## src/design/pafq_pkg.sv

```systemverilog
// Shared widths, register indexes and lane control type for the PWM audio frame quantizer.
package pafq_pkg;

  localparam int SAMPLE_W = 16;
  localparam int DUTY_W   = 15;
  localparam int FRAC_W   = 16;
  localparam int MULT_W   = 2 * SAMPLE_W;
  localparam int PROD_W   = MULT_W + 1;
  localparam int ACC_W    = PROD_W + 1;
  localparam int QUOT_W   = ACC_W - FRAC_W;
  localparam int HALF_SHIFT = SAMPLE_W - 1;
  localparam int CFG_IDX_W  = 3;
  localparam int CFG_DATA_W = DUTY_W;

  localparam logic [DUTY_W-1:0] FULL_SCALE_RESET = DUTY_W'(5208);

  typedef enum logic [CFG_IDX_W-1:0] {
    REG_FULL_SCALE  = 3'd0,
    REG_MUTE_LEFT   = 3'd1,
    REG_MUTE_RIGHT  = 3'd2,
    REG_STEREO_PIN  = 3'd3,
    REG_MONO_SOURCE = 3'd4
  } cfg_reg_t;

  typedef struct packed {
    logic load;
    logic step;
    logic update;
  } lane_ctl_t;

endpackage

```

## src/design/pafq_lane.sv

```systemverilog
// One requantizer lane: registered scale multiply, then residue add, clamp and feedback.
module pafq_lane import pafq_pkg::*; (
  input  logic                       clk,
  input  logic                       rst,
  input  logic        [DUTY_W-1:0]   full_scale,
  input  logic signed [SAMPLE_W-1:0] sample,
  input  lane_ctl_t                  ctl,
  output logic        [DUTY_W-1:0]   duty
);

  logic signed [MULT_W-1:0] mult;
  logic signed [PROD_W-1:0] offset;
  logic signed [PROD_W-1:0] prod_next;
  logic signed [PROD_W-1:0] prod;
  logic        [FRAC_W-1:0] residue;
  logic        [FRAC_W-1:0] residue_next;
  logic signed [ACC_W-1:0]  acc;
  logic        [QUOT_W-1:0] quot;
  logic                     negative;
  logic                     over;

  always_comb begin
    mult      = MULT_W'(sample) * MULT_W'(signed'({1'b0, full_scale}));
    offset    = signed'(PROD_W'({full_scale, {HALF_SHIFT{1'b0}}}));
    prod_next = PROD_W'(mult) + offset;
  end

  always_ff @(posedge clk) begin
    if (ctl.load) begin
      prod <= prod_next;
    end
  end

  always_comb begin
    acc      = ACC_W'(prod) + signed'(ACC_W'(residue));
    negative = acc[ACC_W-1];
    quot     = acc[ACC_W-1:FRAC_W];
    over     = quot > QUOT_W'(full_scale);
    if (negative) begin
      duty         = '0;
      residue_next = '0;
    end else if (over) begin
      duty         = full_scale;
      residue_next = '0;
    end else begin
      duty         = quot[DUTY_W-1:0];
      residue_next = acc[FRAC_W-1:0];
    end
  end

  always_ff @(posedge clk) begin
    if (rst) begin
      residue <= '0;
    end else if (ctl.step && ctl.update) begin
      residue <= residue_next;
    end
  end

endmodule

```

## src/design/pwm_audio_frame_quantizer.sv

```systemverilog
// Top level: configuration registers, source selection, two requantizer lanes and output merge.
// An accepted frame is held in the multiply register and then in the output register, where its duty pair is valid.
// Throughput: one frame per cycle unless out_ready stalls; each lane's residue feedback loop holds one register.
// The multiply stage and the output register each hold one frame, so ready drops only on stall.
// Reset clears the residues and all valid flags and restores the default register values.
module pwm_audio_frame_quantizer import pafq_pkg::*; (
  input  logic                         clk,
  input  logic                         rst,
  input  logic                         cfg_write,
  input  logic        [CFG_IDX_W-1:0]  cfg_index,
  input  logic        [CFG_DATA_W-1:0] cfg_data,
  input  logic                         in_valid,
  output logic                         in_ready,
  input  logic signed [SAMPLE_W-1:0]   left_sample,
  input  logic signed [SAMPLE_W-1:0]   right_sample,
  output logic                         out_valid,
  input  logic                         out_ready,
  output logic        [DUTY_W-1:0]     duty_left,
  output logic        [DUTY_W-1:0]     duty_right
);

  logic [DUTY_W-1:0] full_scale;
  logic              mute_left;
  logic              mute_right;
  logic              stereo_pin;
  logic              mono_source;

  logic              a_valid;
  logic              a_stereo;
  logic              a_load;
  logic              b_load;

  logic signed [SAMPLE_W-1:0] left_x;
  logic signed [SAMPLE_W-1:0] right_x;
  logic signed [SAMPLE_W:0]   sum;
  logic signed [SAMPLE_W-1:0] sum_sat;
  logic signed [SAMPLE_W-1:0] left_src;

  lane_ctl_t         left_ctl;
  lane_ctl_t         right_ctl;
  logic [DUTY_W-1:0] left_duty;
  logic [DUTY_W-1:0] right_duty;

  always_ff @(posedge clk) begin
    if (rst) begin
      full_scale  <= FULL_SCALE_RESET;
      mute_left   <= 1'b0;
      mute_right  <= 1'b0;
      stereo_pin  <= 1'b0;
      mono_source <= 1'b0;
    end else if (cfg_write) begin
      case (cfg_index)
        REG_FULL_SCALE:  full_scale  <= cfg_data[DUTY_W-1:0];
        REG_MUTE_LEFT:   mute_left   <= cfg_data[0];
        REG_MUTE_RIGHT:  mute_right  <= cfg_data[0];
        REG_STEREO_PIN:  stereo_pin  <= cfg_data[0];
        REG_MONO_SOURCE: mono_source <= cfg_data[0];
        default: ;
      endcase
    end
  end

  always_comb begin
    left_x  = mute_left  ? '0 : left_sample;
    right_x = mute_right ? '0 : right_sample;
    sum     = (SAMPLE_W+1)'(left_x) + (SAMPLE_W+1)'(right_x);
    if (sum[SAMPLE_W] != sum[SAMPLE_W-1]) begin
      sum_sat = sum[SAMPLE_W] ? {1'b1, {(SAMPLE_W-1){1'b0}}} : {1'b0, {(SAMPLE_W-1){1'b1}}};
    end else begin
      sum_sat = sum[SAMPLE_W-1:0];
    end
    left_src = (stereo_pin || mono_source) ? left_x : sum_sat;
  end

  assign b_load   = a_valid && (!out_valid || out_ready);
  assign in_ready = !a_valid || b_load;
  assign a_load   = in_valid && in_ready;

  always_ff @(posedge clk) begin
    if (rst) begin
      a_valid <= 1'b0;
    end else if (in_ready) begin
      a_valid <= in_valid;
    end
  end

  always_ff @(posedge clk) begin
    if (a_load) begin
      a_stereo <= stereo_pin;
    end
  end

  always_comb begin
    left_ctl.load    = a_load;
    left_ctl.step    = b_load;
    left_ctl.update  = 1'b1;
    right_ctl.load   = a_load;
    right_ctl.step   = b_load;
    right_ctl.update = a_stereo;
  end

  pafq_lane u_left (
    .clk        (clk),
    .rst        (rst),
    .full_scale (full_scale),
    .sample     (left_src),
    .ctl        (left_ctl),
    .duty       (left_duty)
  );

  pafq_lane u_right (
    .clk        (clk),
    .rst        (rst),
    .full_scale (full_scale),
    .sample     (right_x),
    .ctl        (right_ctl),
    .duty       (right_duty)
  );

  always_ff @(posedge clk) begin
    if (rst) begin
      out_valid <= 1'b0;
    end else if (!out_valid || out_ready) begin
      out_valid <= a_valid;
    end
  end

  always_ff @(posedge clk) begin
    if (b_load) begin
      duty_left  <= left_duty;
      duty_right <= a_stereo ? right_duty : left_duty;
    end
  end

endmodule
```

## config.mk

```make
export PLATFORM = sky130hd
export DESIGN_NAME = pwm_audio_frame_quantizer
export DESIGN_NICKNAME = d
export VERILOG_FILES = /design/src/design/pafq_pkg.sv /design/src/design/pafq_lane.sv /design/src/design/pwm_audio_frame_quantizer.sv
export SDC_FILE = /design/constraint.sdc
export NUM_CORES = 2
export LEC_CHECK = 0
export ABC_AREA = 1
export BUFFER_PORTS_ARGS = -buffer_cell sky130_fd_sc_hd__buf_2
export CORE_MARGIN = 1
export CORE_UTILIZATION = 43
export CTS_CLUSTER_SIZE = 20
export DETAILED_ROUTE_END_ITERATION = 8
export PLACE_DENSITY_LB_ADDON = 0.05
export SYNTH_ARGS = -nofsm -noshare
export SYNTH_HDL_FRONTEND = slang
export SYNTH_HIERARCHICAL = 1
export SYNTH_SLANG_ARGS = --single-unit
```

## constraint.sdc

```tcl
create_clock -name clk -period 10.2 [get_ports clk]
set_input_delay 0.51 -clock clk [delete_from_list [all_inputs] [get_ports clk]]
set_output_delay 0.51 -clock clk [all_outputs]
set_load 0.02 [all_outputs]
```

==> flow_metrics.tcl <==
set metrics [dict create \
    drtIter0Drc 1535 \
    synth_area_per_cell_um2 7.773 \
    clockBufferDepth 2 \
    grt_max_degree 68 \
    start_util_pct 43.56 \
    rsz0062_at_grt "false" \
    cp_slowest_cell "a21oi_2" \
    cp-end-kind "flip-flop" \
    hold_class "input pin to flip-flop" \
    synth_top_family_by_area "adder cells" \
    synth.top_cells.by_area "fa_1 34%, inv_1 14%, nand2_1 11%, ha_1 11%, edfxtp_1 9.2%" \
    io_buffers 86 \
    clockRootBuffer "clkbuf_16" \
    worst_clock_skew_ns 0.02380 \
    netlist_instances 4095 \
    chipHeight_um 274.1 \
    failed_checks "design-rule violations" \
    yosys.area_share.simple_pct 17.83 \
    drc 40 \
    synth_top_area_share_pct 33.52 \
    synth_cell_type_count 51 \
    synth_compound_area_share_pct 5.711 \
    post-route-period-util_pct 85.83 \
    yosys.area_share.xor_xnor_pct 3.770 \
    post_cts_buffers 0 \
    max_stage_delay_ns 0.65 \
    slew_headroom_pct 24.48 \
    insertion_delay_ns 0.50 \
    synth_top_area_cell "fa_1" \
    hold_buffers 0 \
    fin_tns_setup_ns 0 \
    setup_violations 0 \
    cts.repair.resized 0 \
    async_reset_ff_share_pct 0 \
    yosys_register_bits 150 \
    postRouteAntennaNets 0 \
    path_clk_slew_ns 0.09 \
    worstPathRequired_ns 10.42 \
    finalMaxSlewViolations 0 \
    cts.sinks 150 \
    synthAdderAreaFrac_pct 44.13 \
    grt_overflow 0 \
    detail_route.wl_per_cell_um 17.09 \
    grt_first_pass_wirelength_mm 141.3 \
    wl_mm 86.94 \
    synth_flop_cell "edfxtp_1" \
    drt_first_pass_iters 8 \
    syn_to_final_growth_pct 6.427 \
    drive_gt1_share_pct 6.904 \
    num-nets-final 4973 \
    yosysSeqAreaShare_pct 12.48 \
    grt_pass1_vias 25487 \
    synthesis.area_um2 31830 \
    arrival_ns 8.98 \
    status "finished, violations left" \
    routabilityCongestion 0.8792 \
    finalHoldViolCount 0 \
    max_freq_mhz 114.2 \
    num_io_pins 87 \
    synth_edf_count 97 \
    cts_tree "yes" \
    yosys_warnings 6 \
    final_cell_mix "1165 x inv_1, 929 x nand2_1, 533 x fa_1" \
    synth.mux.area_fraction_pct 0.5306 \
    start_kind "flip-flop" \
    coreArea_um2 73080 \
    final_common_cell "inv_1" \
    crit_fanout 17 \
    cts_max_level 4 \
    fin_crit_ns 8.755 \
    vias 24444 \
    vias_per_cell 4.804 \
    maxCapViolCount 0 \
    numCtsBuffers 17 \
    max_slew.worst_pin.slew_ns 1.130 \
    rows 99 \
    grt_antenna_before_repair 1 \
    die_x_um 274.1 \
    crit_type "flip-flop to flip-flop" \
    die_area_um2 75120 \
    place_hpwl_mm 70.35 \
    grt_usage_pct 24.48 \
]
-- metal layers --
metal  vias to the layer above  share of wire (%)  track usage [%]
li1                      12010                  -                -
met1                     11866                 52            37.29
met2                       505                 43            37.33
met3                        63                3.8            2.557
met4                         0                1.4            5.146
met5                         -                  0                0
-- synth_stat cells (all sizes together) (3+ instances only) --
cell,number
a211oi,5
a21boi,5
a21o,9
a21oi,197
a221oi,3
a31o,3
a31oi,10
and2,4
buf,21
clkbuf,107
dfxtp,53
edfxtp,97
fa,533
ha,270
inv,1171
mux2,15
nand2,975
nand3,99
nand4,23
nor2,246
nor3,19
nor4,11
o211ai,4
o21ai,55
o21bai,13
xnor2,52
xor2,85
-- final cells by class --
type	instances	area, um^2
repair buffers	128	745.7
fillers	7447	39210
inverters	1171	4395
diodes	1	2.502
flip-flops and latches	150	3975
clock buffers	17	425.4
clock inverters	15	202.7
well taps	959	1200
multi-input cells	2647	22930
-- flip-flops by register name, summed over array words and instances, names as in the netlist, 15 cells and up --
register and count:
full_scale 15, u_left/prod 33, duty_right 15, u_right/residue 16
u_left/residue 16, duty_left 15, u_right/prod 33
-- kinds of logic after synthesis --
logic type      after synthesis
compound gates              308
xor+xnor                    137
fa+ha+maj                   803
buf+inv                    1299
flops                       150
mux                          15
other cells                   1
simple gates               1382
-- path summary, 6_finish.rpt --
path                                                from  cells past startpoint  slack, ns                    endpoint
worst max-delay path             mute_right$_SDFFE_PP0P_                     35       1.44   u_left/prod[30]$_DFFE_PP_
worst min-delay path                         cfg_data[4]                      3       0.22  full_scale[4]$_SDFFE_PP1P_
worst max register to register   mute_right$_SDFFE_PP0P_                     35       1.44   u_left/prod[30]$_DFFE_PP_
worst min register to register  mono_source$_SDFFE_PP0P_                      2       0.46    mono_source$_SDFFE_PP0P_
-- critical path: cells and delay by family (launching register included) --
kind                     cells  cell delay [ns]
adder cells (fa/ha/maj)      9             4.12
AO/OA/AOI/OAI                2             0.78
buffers and inverters        8             0.64
XOR/XNOR                     1             0.16
AND/OR/NAND/NOR             15             2.30
flip-flops                   1             0.48
-- stage by stage --
| step | cell area, um^2 | utilization (%) | cells | hold slack [ns] | worst slack (ns) |
|---|---|---|---|---|---|
| 2_1_floorplan | 31840 | - | 4096 | 0.4236 | 2.044 |
| 3_3_place_gp | 33250 | 45.49 | 5055 | 0.4388 | 1.544 |
| 3_5_place_dp | 33250 | 45.49 | 5055 | 0.4437 | 1.455 |
| 4_1_cts | 33880 | 46.35 | 5087 | 0.1731 | 1.510 |
| 5_1_grt | 33880 | 46.35 | 5087 | 0.2302 | 0.8359 |
| 6_report | 33880 | 46.36 | 5088 | 0.2196 | 1.445 |
Power is not shown: default switching activity piles up to over one toggle a cycle in this logic, so the estimate is an artifact.
